## src/rtl/core/pcrc_pkg.sv

```systemverilog
// Package with the item types and CRC16 constants and the byte fold function.
`timescale 1ns / 1ps

package pcrc_pkg;

  // CRC16 parameters: MSB first, no reflection, no final XOR.
  localparam logic [15:0] CRC_POLY = 16'h8005;
  localparam logic [15:0] CRC_INIT = 16'hFFFF;
  localparam logic [15:0] CRC_TOP  = 16'h8000;

  // Size of the trailing checksum slot, in bytes.
  localparam int CHECKSUM_BYTES = 2;

  // One input item as it sits in the input register.
  typedef struct packed {
    logic [15:0] expected_checksum;
    logic        last_byte;
    logic [7:0]  data_byte;
  } pcrc_item_t;

  // One result item.
  typedef struct packed {
    logic [15:0] checksum;
    logic        matches_res;
  } pcrc_result_t;

  // Folds one byte into the running CRC, eight bit steps unrolled.
  function automatic logic [15:0] crc_fold(input logic [15:0] crc, input logic [7:0] b);
    logic [15:0] c;
    c = crc ^ {b, 8'h00};
    for (int k = 0; k < 8; k++) begin
      if ((c & CRC_TOP) != 16'h0000) begin
        c = {c[14:0], 1'b0} ^ CRC_POLY;
      end else begin
        c = {c[14:0], 1'b0};
      end
    end
    return c;
  endfunction

endpackage

```

## src/rtl/core/pcrc_in_stage.sv

```systemverilog
// Input register that holds one accepted item until the core takes it.
`timescale 1ns / 1ps

module pcrc_in_stage (
  input  logic                clk,
  input  logic                rst,
  input  logic                load,
  input  pcrc_pkg::pcrc_item_t load_item,
  input  logic                advance,
  output logic                item_valid,
  output pcrc_pkg::pcrc_item_t item
);
  import pcrc_pkg::*;

  // Valid flag: set on load, cleared when the item moves on without a new one.
  always_ff @(posedge clk) begin
    if (rst) begin
      item_valid <= 1'b0;
    end else if (load) begin
      item_valid <= 1'b1;
    end else if (advance) begin
      item_valid <= 1'b0;
    end
  end

  // Payload needs no reset.
  always_ff @(posedge clk) begin
    if (load) begin
      item <= load_item;
    end
  end

endmodule

```

## src/rtl/core/pcrc_core.sv

```systemverilog
// Page state (running CRC, two-byte delay line, byte counter) and result logic.
`timescale 1ns / 1ps

module pcrc_core #(
  parameter int MIN_PAGE_BYTES = 16
) (
  input  logic                  clk,
  input  logic                  rst,
  input  logic                  advance,
  input  pcrc_pkg::pcrc_item_t   item,
  output pcrc_pkg::pcrc_result_t result
);
  import pcrc_pkg::*;

  localparam int CW = $clog2(MIN_PAGE_BYTES + 1);
  localparam logic [CW-1:0] MIN_COUNT  = CW'(MIN_PAGE_BYTES);
  localparam logic [CW-1:0] HOLD_COUNT = CW'(CHECKSUM_BYTES);

  logic [15:0]   crc_value;
  logic [15:0]   crc_value_next;
  logic [7:0]    held_old;
  logic [7:0]    held_new;
  logic [CW-1:0] byte_count;
  logic [CW-1:0] byte_count_next;
  logic [15:0]   sum;

  // Once the delay line is full, the oldest held byte is folded in.
  always_comb begin
    if (byte_count >= HOLD_COUNT) begin
      crc_value_next = crc_fold(crc_value, held_old);
    end else begin
      crc_value_next = crc_value;
    end
    if (byte_count < MIN_COUNT) begin
      byte_count_next = byte_count + CW'(1);
    end else begin
      byte_count_next = byte_count;
    end
  end

  // Result for the last byte of a page; short pages report zero.
  always_comb begin
    sum = (byte_count_next >= MIN_COUNT) ? crc_value_next : 16'h0000;
    result.checksum    = sum;
    result.matches_res = (sum == item.expected_checksum);
  end

  // State update; the end of a page returns everything to its start values.
  always_ff @(posedge clk) begin
    if (rst) begin
      crc_value  <= CRC_INIT;
      held_old   <= 8'h00;
      held_new   <= 8'h00;
      byte_count <= '0;
    end else if (advance) begin
      if (item.last_byte) begin
        crc_value  <= CRC_INIT;
        held_old   <= 8'h00;
        held_new   <= 8'h00;
        byte_count <= '0;
      end else begin
        crc_value  <= crc_value_next;
        held_old   <= held_new;
        held_new   <= item.data_byte;
        byte_count <= byte_count_next;
      end
    end
  end

endmodule

```

## src/rtl/core/page_crc16_checker_top.sv

```systemverilog
// Top level of the page CRC16 checker: stream ports, input and result registers.
`timescale 1ns / 1ps

// Page CRC16 checker. Page bytes arrive one item per cycle on the s_ side, with
// s_tlast on the final byte; the CRC16 (poly 0x8005, init 0xFFFF, MSB first)
// covers all but the last two bytes. One result item per page leaves on the
// m_ side: the checksum (zero for pages under MIN_PAGE_BYTES) and a match
// flag against the expected checksum carried with the last byte. The block
// takes one item per clock while s_tready is high. The last byte is loaded into
// the input register, and the result moves into the result register when that
// byte advances out of the input register.
// s_tready drops only while the last byte of a page waits behind a result that
// the downstream side has not yet taken.
module page_crc16_checker_top #(
  parameter int MIN_PAGE_BYTES = 16
) (
  input  logic        clk,
  input  logic        rst,
  input  logic        s_tvalid,
  output logic        s_tready,
  input  logic [23:0] s_tdata,   // [7:0] data_byte, [23:8] expected_checksum
  input  logic        s_tlast,   // last_byte
  output logic        m_tvalid,
  input  logic        m_tready,
  output logic [15:0] m_tdata,   // [15:0] checksum
  output logic [0:0]  m_tuser    // [0] matches_res
);
  import pcrc_pkg::*;

  pcrc_item_t   load_item;
  pcrc_item_t   item;
  pcrc_result_t result;
  pcrc_result_t out_result;
  logic         item_valid;
  logic         advance;
  logic         load;
  logic         out_valid;

  // Unpack the incoming item.
  always_comb begin
    load_item.data_byte         = s_tdata[7:0];
    load_item.expected_checksum = s_tdata[23:8];
    load_item.last_byte         = s_tlast;
  end

  // An item moves on unless it produces a result that cannot be stored yet.
  assign advance  = item_valid && (!item.last_byte || !out_valid || m_tready);
  assign s_tready = !item_valid || advance;
  assign load     = s_tvalid && s_tready;

  pcrc_in_stage u_in (
    .clk        (clk),
    .rst        (rst),
    .load       (load),
    .load_item  (load_item),
    .advance    (advance),
    .item_valid (item_valid),
    .item       (item)
  );

  pcrc_core #(
    .MIN_PAGE_BYTES (MIN_PAGE_BYTES)
  ) u_core (
    .clk     (clk),
    .rst     (rst),
    .advance (advance),
    .item    (item),
    .result  (result)
  );

  // Result register valid flag.
  always_ff @(posedge clk) begin
    if (rst) begin
      out_valid <= 1'b0;
    end else if (advance && item.last_byte) begin
      out_valid <= 1'b1;
    end else if (m_tready) begin
      out_valid <= 1'b0;
    end
  end

  // Result payload.
  always_ff @(posedge clk) begin
    if (advance && item.last_byte) begin
      out_result <= result;
    end
  end

  assign m_tvalid   = out_valid;
  assign m_tdata    = out_result.checksum;
  assign m_tuser[0] = out_result.matches_res;

endmodule

```

## config.mk

```make
export PLATFORM = sky130hd
export DESIGN_NAME = page_crc16_checker_top
export DESIGN_NICKNAME = d
export VERILOG_FILES = /design/src/rtl/core/pcrc_pkg.sv /design/src/rtl/core/pcrc_in_stage.sv /design/src/rtl/core/pcrc_core.sv /design/src/rtl/core/page_crc16_checker_top.sv
export SDC_FILE = /design/constraint.sdc
export NUM_CORES = 1
export LEC_CHECK = 0
export ABC_CLOCK_PERIOD_IN_PS = 2800
export BUFFER_PORTS_ARGS = -buffer_cell sky130_fd_sc_hd__buf_2
export CAP_MARGIN = 20
export CELL_PAD_IN_SITES_DETAIL_PLACEMENT = 1
export CELL_PAD_IN_SITES_GLOBAL_PLACEMENT = 2
export CORE_MARGIN = 2
export CORE_UTILIZATION = 37
export DETAILED_ROUTE_END_ITERATION = 12
export GPL_ROUTABILITY_DRIVEN = 0
export PLACE_DENSITY_LB_ADDON = 0.1
export SLEW_MARGIN = 20
export SYNTH_ARGS = -nofsm -noshare
export SYNTH_HDL_FRONTEND = slang
export SYNTH_HIERARCHICAL = 1
export SYNTH_SLANG_ARGS = --single-unit
```

## constraint.sdc

```tcl
create_clock -name clk -period 2.8 [get_ports clk]
set_clock_uncertainty 0.1 [all_clocks]
set_input_delay 0.28 -clock clk [delete_from_list [all_inputs] [get_ports clk]]
set_output_delay 0.28 -clock clk [all_outputs]
set_load 0.02 [all_outputs]
```

Word level (Yosys, flattened, before mapping)

Cells that the tools add are included.

Register bits: 81
ROM bits: 0
RAM bits: 0
Latch bits: 0
Memories kept: 0
Word-level logic and storage cells: 62
Bits of input ports: 29
Output and inout bits: 19

Shift operators: 0
Multiply operators: 0
$lt $le $gt $ge: 3
Reduce and logical (&&, ||, !) cells: 11
Div/mod/pow operators: 0
$add $sub $neg: 1
Bitwise logic cells: 9
Mux-type cells: 26
Eq/ne operators: 1

Operator list:

| cell                                                              | number |
|---|---|
| 2-to-1 mux 16 bit                                                 | 18 |
| inverter 3 bit                                                    | 8 |
| == test 16 bit                                                    | 1 |
| 2-to-1 mux 8 bit                                                  | 2 |
| XOR 16 bit                                                        | 1 |
| 2-to-1 mux 5 bit                                                  | 2 |
| adder 5 x 1 -> 5 bit, second input constant                       | 1 |
| greater-or-equal comparator 5 x 2 -> 1 bit, second input constant | 1 |
| greater-or-equal comparator 5 bit, second input constant          | 1 |
| < comparator 5 bit, second input constant                         | 1 |
| 2-to-1 mux 1 bit                                                  | 4 |
| nonzero test 2 bit                                                | 2 |
| logical AND 1 bit                                                 | 3 |
| logical NOT 1 bit                                                 | 3 |
| logical OR 1 bit                                                  | 3 |

Logic depth before layout (Yosys ltp)

Gate-level depths: netlist (run 1).

Word-level depth: 27
Mapped depth: 11

Modules after synthesis

Netlist (run 1), hierarchy kept.

By module, submodules not included:

| module                 | area an instance (um^2) | instances | cells an instance | sequential area each (um^2) |
|---|---|---|---|---|
| pcrc_core              | 2099.5                  | 1         | 259               | 740.7 |
| pcrc_in_stage          | 789.5                   | 1         | 29                | 770.7 |
| page_crc16_checker_top | 599.3                   | 1         | 26                | 530.5 |

Least setup slack after synthesis (run 1)

Ideal clock, no wire load.

Path kind: register -> register
From: register u_core.held_old[6]
To: register out_result, in the netlist m_tuser, data pin
Stages on the path, launching flop included: 9
Path slack: 391 ps
Arrival time: 2124 ps
Clock period less this slack: 2409 ps
Cell sequence: dfxtp_1 -> xnor2_1 -> xnor2_1 -> xnor3_2 -> xor2_1 -> a21oi_1 -> xnor2_1 -> nand3_1 -> a2111oi_4

RTL lines:

| what                     | RTL line                     | text |
|---|---|---|
| start: declaration       | pcrc_core.sv:21              | `logic [7:0] held_old;` |
| start signal: assignment | pcrc_core.sv:63              | `held_old <= held_new;` |
| end signal: assignment   | page_crc16_checker_top.sv:85 | `out_result <= result;` |
| end: declaration         | page_crc16_checker_top.sv:33 | `pcrc_result_t out_result;` |

==> results of run 1 <==
## flip-flops by register name, summed over array words and instances, names as in the netlist
name and count:
m_tdata 16, m_tuser 1, m_tvalid 1, u_core/byte_count 5, u_core/crc_value 16, u_core/held_new 8
u_core/held_old 8, u_in/item 25, u_in/item_valid 1
## final cells by class
cell class	count	area (um2)	area share, %
Clock buffer	10	127.6	2.906
Clock inverter	6	50.05	1.140
Inverter	7	26.28	0.5983
Multi-Input combinational cell	211	1414	32.19
Sequential cell	81	2042	46.50
Tap cell	111	138.9	3.162
Timing Repair Buffer	85	593.1	13.50
## worst max-delay path, stage by stage, from the launching register on
cell and delay (ns):
dfxtp_1 0.34, xnor2_2 0.17, xnor2_2 0.30, xnor3_2 0.55, xor2_1 0.18, a21oi_1 0.25, xnor2_1 0.15, nand3_1 0.13
a2111oi_4 0.27
## Yosys cell counts (all sizes together), types with 2 or more instances
master / n / area [um2]
and2: 4 / 25.02
nand3b: 8 / 60.06
nand2b: 10 / 70.06
inv: 7 / 26.28
a22oi: 3 / 22.52
xor2: 6 / 52.55
nand4: 2 / 12.51
buf: 2 / 8.750
clkbuf: 13 / 48.80
nor2: 27 / 103.9
edfxtp: 42 / 1261
a21oi: 29 / 148.9
nand2: 34 / 127.6
a31oi: 3 / 18.77
ha: 2 / 25.02
o211ai: 8 / 60.06
nor3: 6 / 30.03
nor2b: 15 / 101.3
xnor2: 23 / 254.0
o21ai: 2 / 10.01
dfxtp: 39 / 780.8
nor4: 3 / 18.77
nand3: 12 / 65.06
## kinds of logic (layout without fill, tap and decap cells)
| logic type | count (synthesis) | count (layout) | share of synthesized area (%) |
|---|---|---|---|
| adder cells (fa/ha/maj) | 2 | 2 | 0.7172 |
| buffers and inverters | 22 | 108 | 2.403 |
| AO/OA/AOI/OAI | 54 | 54 | 10.26 |
| AND/OR/NAND/NOR | 124 | 124 | 18.29 |
| XOR/XNOR | 30 | 30 | 9.469 |
| flip-flops | 81 | 81 | 58.54 |
| multiplexers | 1 | 1 | 0.3228 |
## power by group through the flow
stage	combinational (mW)	clock, mW	sequential (mW)
floorplan	0.231	0	1.37
global placement	0.348	0	1.37
detailed placement	0.352	0	1.37
CTS	0.379	0.832	1.34
global route	0.416	0.888	1.35
finish	0.379	0.807	1.34
## layer usage
| layer | part of all wire (%) | wire length (um) |
|---|---|---|
| met4 | 1.6 | 125 |
| met5 | 0 | 0 |
| met1 | 46 | 3688 |
| met3 | 2.6 | 213 |
| met2 | 50 | 4018 |
## worst paths after layout
path                                endpoint  depth (start not counted)                            start
max                        m_tuser$_DFFE_PP_                          8  u_core/held_old[3]$_SDFFE_PP0P_
min                  u_in/item[19]$_DFFE_PP_                          1                      s_tdata[18]
max reg2reg                m_tuser$_DFFE_PP_                          8  u_core/held_old[3]$_SDFFE_PP0P_
min reg2reg  u_core/held_new[6]$_SDFFE_PP0P_                          2           u_in/item[6]$_DFFE_PP_
## repair_timing
item | 4_1_cts | 5_1_grt
resized for setup | 0 | 6
hold buffers | 23 | 1
endpoints found under the hold margin | 23 | 1
endpoints found under the setup margin | 0 | 1
==> flow_summary.json, run 1 <==
{
  "ir_worst_vdd_uv": 180.6,
  "async_flop_share_pct": 0,
  "layout_commonest_cell": "buf_2",
  "cap_violations": 0,
  "dp_slack_ns": 0.1402,
  "grt_overflow_total": 0,
  "ant_nets": 0,
  "ys.flop_type": "edfxtp_1",
  "cts_sinks": 81,
  "final_cell_mix": "buf_2 (47), edfxtp_1 (42), dfxtp_1 (39)",
  "endpoint_kind": "register",
  "p_int_mw": 1.876,
  "final.fill_count": 1004,
  "numCtsBuffers": 9,
  "worst-path-max-fanout": 4,
  "yosysUniqueCellTypes": 45,
  "pwr-share-clk_pct": 32.0,
  "antenna_found_initial": 0,
  "via_count": 2537,
  "n_antenna_cell": 0,
  "leakagePower_nw": 1.756,
  "cts_root_buf": "clkbuf_8",
  "synth_seq_cells": 81,
  "crit_type": "register to register",
  "nets": 426,
  "post-place-cells": 471,
  "grt-busiest-layer": "met2",
  "syn_area_per_cell_um2": 11.11,
  "utilization_pct": 47.76,
  "grt_max_degree": 32,
  "seqPwrFrac_pct": 53.0,
  "power_frac_comb_pct": 15.0,
  "drc_errors": 0,
  "arrival_ns": 2.68,
  "cp.required_ns": 2.87,
  "die_h_um": 101.1,
  "tightest_slew_ns": 0.4126,
  "stdcell_area_mm2": 0.004392,
  "layout_setup_ws_ns": 0.1912,
  "holdWs_ns": 0.01634,
  "clock_path_buffers": 2,
  "dr.pass1.iters": 4,
  "dr.first_iter.drc_count": 71,
  "met1_usage_pct": 22.49,
  "startpoint_type": "register",
  "layout_min_cycle_time_ns": 2.609,
  "synthCells": 314,
  "fmaxAchievable_ghz": 0.3833,
  "h-tree-depth": 3,
  "port_buffers": 47,
  "gr-usage-met3_pct": 2.497,
  "finalPower_mw": 2.527,
  "setup_tns_ns": 0,
  "relSlewSlack_pct": 72.36,
  "grt_usage_pct": 17.12,
  "syn_area_mm2": 0.003488,
  "hold_viol": 0,
  "cts_tree": "done",
  "status": "finished clean",
  "drv_slew": 0,
  "grt_setup_unrepaired": "false",
  "hp-class": "primary input to register",
  "core_mm2": 0.009196,
  "grt_pass1_vias": 2548,
  "ys_seq_area_share_pct": 58.54,
  "num_io_pins": 48,
  "yosys_warnings": 6,
  "floorplan.die_area_mm2": 0.01022,
  "stdcell_count": 511,
  "initial_core_util_pct": 37.93,
  "area_delta_synth_final_pct": 25.90,
  "synth_nets": 345,
  "clk_latency_ns": 0.35,
  "switching_power_uw": 650.4,
  "rows": 35,
  "cts.clk_slew.worst_paths_ns": 0.08,
  "wl_um": 8045,
  "setup_violations": 0,
  "synth-edff-count": 42,
  "die_w_um": 101.1,
  "p_per_area_mw_per_mm2": 575.3,
  "grt_pass1_wl_um": 13250,
  "gr-usage-met2_pct": 28.37,
  "viasPerCell": 4.965,
  "cts_setup_buffers": 0,
  "place_area_mm2": 0.003929,
  "drive_gt1_share_pct": 23.00,
  "dpl.hpwl_um": 5661,
  "r2r_setup_slack_ns": 0.19,
  "p_sw_share_pct": 25.74,
  "period_share_pct": 93.17,
  "wl_per_cell_um": 15.74
}
Power figures use the tool's default switching activity.
==> run 2: changes to the inputs <==
--- a/config.mk
+++ b/config.mk
@@ -14,7 +14,7 @@
 export CORE_UTILIZATION = 37
 export DETAILED_ROUTE_END_ITERATION = 12
 export GPL_ROUTABILITY_DRIVEN = 0
-export PLACE_DENSITY_LB_ADDON = 0.1
+export PLACE_DENSITY = 0.84
 export SLEW_MARGIN = 20
 export SYNTH_ARGS = -nofsm -noshare
 export SYNTH_HDL_FRONTEND = slang
==> run 2 against run 1 <==
  * Power rose by 0.26%
  * Sequential power about the same
  * Setup slack better by 0.0062 ns
  * Via count rose by 0.99%
  * Combinational power about the same
  * Non-clock buffer count shrank 1
  * Critical path type unchanged
  * Critical endpoint unchanged
  * Largest cell class unchanged
  * Largest power group unchanged
==> flow_summary.json, run 2 (synthesized netlist as in run 1, its figures left out) <==
{
  "dr.first_iter.drc_count": 87,
  "status": "finished clean",
  "fmaxAchievable_ghz": 0.3842,
  "cp.required_ns": 2.80,
  "final_cell_mix": "buf_2 (47), edfxtp_1 (42), dfxtp_1 (39)",
  "worst-path-stages": 9,
  "cp_slowest_cell": "xnor3_2",
  "reg2regPathDepth": 9,
  "via_count": 2562,
  "place_area_mm2": 0.003914,
  "drive_gt1_share_pct": 23.31,
  "endpoint_kind": "register",
  "largest_reg_flops": 25,
  "core_mm2": 0.009196,
  "final.fill_count": 1004,
  "hold_depth": 1,
  "grt_setup_unrepaired": "false",
  "cts_tree": "done",
  "wl_per_cell_um": 16.13,
  "crit_top_cell": "xnor2_2",
  "p_per_area_mw_per_mm2": 578.6,
  "setup_violations": 0,
  "crit_type": "register to register",
  "drv_slew": 0,
  "holdPathEnd": "u_in/item[22]$_DFFE_PP_",
  "hold_viol": 0,
  "grt_overflow_total": 0,
  "die_w_um": 101.1,
  "worst-path-max-fanout": 5,
  "h-tree-depth": 3,
  "crit_buf_inv": 1,
  "setup_tns_ns": 0,
  "max_stage_delay_ns": 0.51,
  "nets": 425,
  "cp_top_family": "XOR/XNOR gates",
  "stdcell_area_mm2": 0.004378,
  "r2r_setup_slack_ns": 0.20,
  "r2r_start": "u_core/held_old[3]$_SDFFE_PP0P_",
  "dpl.hpwl_um": 5671,
  "initial_core_util_pct": 37.93,
  "ant_nets": 0,
  "clk_latency_ns": 0.35,
  "holdWs_ns": 0.01273,
  "grt_usage_pct": 17.15,
  "leakagePower_nw": 1.724,
  "cts_root_buf": "clkbuf_8",
  "die_h_um": 101.1,
  "cts.clk_slew.worst_paths_ns": 0.09,
  "port_buffers": 47,
  "arrival_ns": 2.60,
  "num_io_pins": 48,
  "n_antenna_cell": 0,
  "worstHoldStart": "s_tdata[21]",
  "area_delta_synth_final_pct": 25.50,
  "floorplan.die_area_mm2": 0.01022,
  "antenna_found_initial": 0,
  "top_register": "u_in/item",
  "period_share_pct": 92.95,
  "worstPathCellList": "xnor2_2 -> xnor2_2 -> xnor3_2 -> buf_4 -> xnor2_4 -> nor2_1 -> or3_1 -> nand3_1 -> a2111oi_4",
  "startpoint_type": "register",
  "cts_sinks": 81,
  "grt_max_degree": 27,
  "ir_worst_vdd_uv": 295.7,
  "hp-class": "primary input to register",
  "clock_path_buffers": 2,
  "relSlewSlack_pct": 62.12,
  "numCtsBuffers": 9,
  "layout_min_cycle_time_ns": 2.603,
  "cap_violations": 0,
  "layout_commonest_cell": "buf_2",
  "grt_pass1_vias": 2636,
  "drc_errors": 0,
  "dr.pass1.iters": 4,
  "tightest_slew_ns": 0.5670,
  "viasPerCell": 5.024,
  "grt_pass1_wl_um": 13300,
  "wl_um": 8225,
  "timing.rr.end": "m_tuser$_DFFE_PP_",
  "rows": 35
}
## run 2: what timing repair did
action / 4_1_cts / 5_1_grt
setup buffers: 0 / 1
setup endpoints to repair: 0 / 1
endpoints found under the hold margin: 23 / 1
hold buffers: 23 / 1
resized for setup: 0 / 4
## run 2: worst reg2reg max path: cells and delay by family, from the launching register on
kind | cells | cell delay [ns]
buffers and inverters | 1 | 0.17
xor gates and xnor gates | 4 | 1.14
and+or+nand+nor | 3 | 0.54
DFF | 1 | 0.34
AOI/OAI and AO/OA | 1 | 0.06
## run 2: power breakdown
group | internal, mW | switching, mW | total [mW]
sequential | 1.30 | 0.0416 | 1.34
clock | 0.378 | 0.432 | 0.810
combinational | 0.178 | 0.204 | 0.382
total | 1.86 | 0.678 | 2.53
## run 2: layout make-up
cell class | instances | area [um2] | share of cell area, %
tap | 111 | 138.9 | 3.172
clock buffer | 11 | 152.6 | 3.487
timing repair buffer | 84 | 585.6 | 13.38
inverter | 7 | 26.28 | 0.6002
sequential | 81 | 2042 | 46.64
multi-input combinational | 211 | 1394 | 31.84
clock inverter | 5 | 38.79 | 0.8860
## run 2: worst max-delay path by stage
stage	start	end	slack, ns
3_5_place_dp	u_core/crc_value[15]$_SDFFE_PP1P_	m_tuser$_DFFE_PP_	0.13
6_report	u_core/held_old[3]$_SDFFE_PP0P_	m_tuser$_DFFE_PP_	0.20
5_1_grt	u_core/held_old[4]$_SDFFE_PP0P_	m_tuser$_DFFE_PP_	0.007
4_1_cts	u_core/crc_value[15]$_SDFFE_PP1P_	m_tuser$_DFFE_PP_	0.08
3_3_place_gp	u_core/held_old[5]$_SDFFE_PP0P_	m_tuser$_DFFE_PP_	0.19
2_1_floorplan	u_core/held_old[6]$_SDFFE_PP0P_	m_tuser$_DFFE_PP_	0.39
## run 2: metrics by stage
step           utilization, %  worst slack (ns)  std cells  power, mW
5_1_grt                 47.61          0.007326        510      2.654
2_1_floorplan               -            0.3912        314      1.599
3_3_place_gp            42.56            0.1932        469      1.703
4_1_cts                 47.14           0.08382        508      2.553
3_5_place_dp            42.56            0.1349        469      1.710
6_report                47.61            0.1975        510      2.533
## run 2: routing by layer
metal  vias to the layer above  routed length (um)  GRT usage, %
met5                         -                   0             0
met4                         0                 148         5.821
li1                       1255                   -             -
met1                      1246                3629         21.51
met3                        12                 278         3.883
met2                        49                4169         29.14
==> run 3: changes to the inputs <==
--- a/config.mk
+++ b/config.mk
@@ -5,7 +5,6 @@
 export SDC_FILE = /design/constraint.sdc
 export NUM_CORES = 1
 export LEC_CHECK = 0
-export ABC_CLOCK_PERIOD_IN_PS = 2800
 export BUFFER_PORTS_ARGS = -buffer_cell sky130_fd_sc_hd__buf_2
 export CAP_MARGIN = 20
 export CELL_PAD_IN_SITES_DETAIL_PLACEMENT = 1
==> constraint.sdc (replaced) <==
create_clock -name clk -period 2.6 [get_ports clk]
set_clock_uncertainty 0.1 [all_clocks]
set_input_delay 0.26 -clock clk [delete_from_list [all_inputs] [get_ports clk]]
set_output_delay 0.26 -clock clk [all_outputs]
set_load 0.02 [all_outputs]
==> run 3 against run 2 <==
  * Global-route usage increased by 0.87 points
  * Cell area increased by 4.6%
  * Sequential power increased by 8%
  * Register-to-register slack got worse by 0.097 ns
  * First-iteration DRC count increased by 84%
  * Utilization increased by 2.2 points
  * Via count increased by 3.9%
  * Clock power increased by 7.3%
  * Highest routed layer unchanged
==> flow_summary.json, run 3 (synthesized netlist as in run 1, its figures left out) <==
{
  "ant_nets": 0,
  "crit_top_cell": "xnor2_2",
  "holdWs_ns": 0.1539,
  "floorplan.die_area_mm2": 0.01022,
  "port_buffers": 47,
  "max_stage_delay_ns": 0.49,
  "grt_pass1_wl_um": 13980,
  "place_area_mm2": 0.004029,
  "cts_root_buf": "clkbuf_8",
  "die_w_um": 101.1,
  "drive_gt1_share_pct": 28.88,
  "cts_tree": "done",
  "top_register": "u_in/item",
  "via_count": 2661,
  "layout_commonest_cell": "buf_2",
  "switching_power_uw": 726.5,
  "period_share_pct": 96.14,
  "stdcell_area_mm2": 0.004579,
  "final.fill_count": 1001,
  "cap_violations": 0,
  "die_h_um": 101.1,
  "dr.first_iter.drc_count": 160,
  "antenna_found_initial": 0,
  "cp_top_family": "XOR/XNOR gates",
  "leakagePower_nw": 1.860,
  "tightest_slew_ns": 0.5370,
  "drc_errors": 0,
  "drv_slew": 0,
  "grt_pass1_vias": 2746,
  "n_antenna_cell": 0,
  "hp-class": "primary input to register",
  "final_cell_mix": "buf_2 (47), edfxtp_1 (42), dfxtp_1 (36)",
  "cts.clk_slew.worst_paths_ns": 0.08,
  "hold_viol": 0,
  "initial_core_util_pct": 37.93,
  "wl_um": 8764,
  "finalPower_mw": 2.796,
  "grt_usage_pct": 18.02,
  "area_delta_synth_final_pct": 31.28,
  "r2r_setup_slack_ns": 0.10,
  "core_mm2": 0.009196,
  "cp_slowest_cell": "xnor3_2",
  "h-tree-depth": 3,
  "crit_buf_inv": 1,
  "status": "finished clean",
  "rows": 35,
  "endpoint_kind": "register",
  "setup_violations": 0,
  "seqPwrFrac_pct": 51.7,
  "grt_overflow_total": 0,
  "startpoint_type": "register",
  "p_int_mw": 2.070,
  "viasPerCell": 5.021,
  "nets": 445,
  "relSlewSlack_pct": 64.13,
  "clock_path_buffers": 2,
  "dr_wl_met3_um": 339,
  "p_sw_share_pct": 25.98,
  "num_io_pins": 48,
  "cp.required_ns": 2.67,
  "ir_worst_vdd_uv": 341.1,
  "dpl.hpwl_um": 6003,
  "p_per_area_mw_per_mm2": 610.6,
  "largest_reg_flops": 25,
  "fmaxAchievable_ghz": 0.4001,
  "worstPathCellList": "xnor2_2 -> xnor2_2 -> xnor3_2 -> xnor2_4 -> xnor2_2 -> nor2_2 -> a21oi_1 -> buf_4 -> a2111oi_4",
  "power_frac_comb_pct": 17.2,
  "numCtsBuffers": 9,
  "layout_setup_ws_ns": 0.1004,
  "crit_type": "register to register",
  "wl_met2_um": 4375,
  "worst-path-max-fanout": 3,
  "grt_max_degree": 27,
  "arrival_ns": 2.57,
  "dp_slack_ns": 0.03337,
  "highest_layer": "met4",
  "clk_latency_ns": 0.35,
  "wirelength_met1_um": 3780,
  "pwr-share-clk_pct": 31.1,
  "cts_sinks": 81,
  "wl_per_cell_um": 16.54,
  "layout_min_cycle_time_ns": 2.500,
  "dr.pass1.iters": 4
}
==> run 3: changes by cell type in the layout (fill, tap and decap cells not counted), moves of 2 or more <==
cell | before | now
buf_4 | 12 | 32
a21oi_1 | 28 | 26
dfxtp_1 | 39 | 36
clkinv_1 | 0 | 3
clkinvlp_4 | 4 | 0
xnor2_1 | 16 | 11
xnor2_2 | 5 | 9
dfxtp_2 | 0 | 3
a21oi_2 | 1 | 3
==> run 3: cell type report <==
cell class | instances | area, um2 | area share (%)
clock buffer | 11 | 131.4 | 2.869
clock inverter | 5 | 46.29 | 1.011
inverter | 7 | 26.28 | 0.5738
multi-input combinational | 211 | 1465 | 31.99
sequential | 81 | 2046 | 44.67
tap | 111 | 138.9 | 3.033
timing repair buffer | 104 | 725.7 | 15.85
==> run 3: power by group through the flow <==
stage	logic [mW]	clock network, mW	registers (mW)
2_1_floorplan	0.249	0	1.47
3_3_place_gp	0.406	0	1.47
3_5_place_dp	0.414	0	1.47
4_1_cts	0.449	0.889	1.44
5_1_grt	0.524	0.945	1.45
6_report	0.481	0.869	1.45
==> run 3: timing repair <==
item,CTS,global route
endpoints found under the setup margin,1,1
pin swaps,1,7
setup buffers,0,3
resized for setup,3,16
hold endpoints to repair,25,0
hold buffers,25,0
==> run 3: per-layer routing <==
metal / up-vias / GRT usage [%]
li1: 1300 / -
met1: 1277 / 22.54
met2: 65 / 29.90
met3: 19 / 4.161
met4: 0 / 7.484
met5: - / 0
==> run 3: per-stage QoR <==
step	setup TNS (ns)	utilization [%]	cells
floorplan	0	-	314
global placement	0	43.81	486
detailed placement	0	43.81	486
CTS	0	48.71	527
global route	-0.008278	49.80	530
finish	0	49.80	530
==> run 3: tightest hold or removal path, cell delays in order <==
cell and delay, ns:
buf_2 0.11, nand2b_4 0.12, a21oi_1 0.05
==> run 3: path summary, 6_finish.rpt <==
kind                                     startpoint                               to  depth (start not counted)
setup / recovery  u_core/crc_value[10]$_SDFFE_PP1P_                m_tuser$_DFFE_PP_                          9
hold / removal                             m_tready            m_tvalid$_SDFFE_PP0P_                          3
setup reg to reg  u_core/crc_value[10]$_SDFFE_PP1P_                m_tuser$_DFFE_PP_                          9
hold reg to reg              u_in/item[0]$_DFFE_PP_  u_core/held_new[0]$_SDFFE_PP0P_                          2
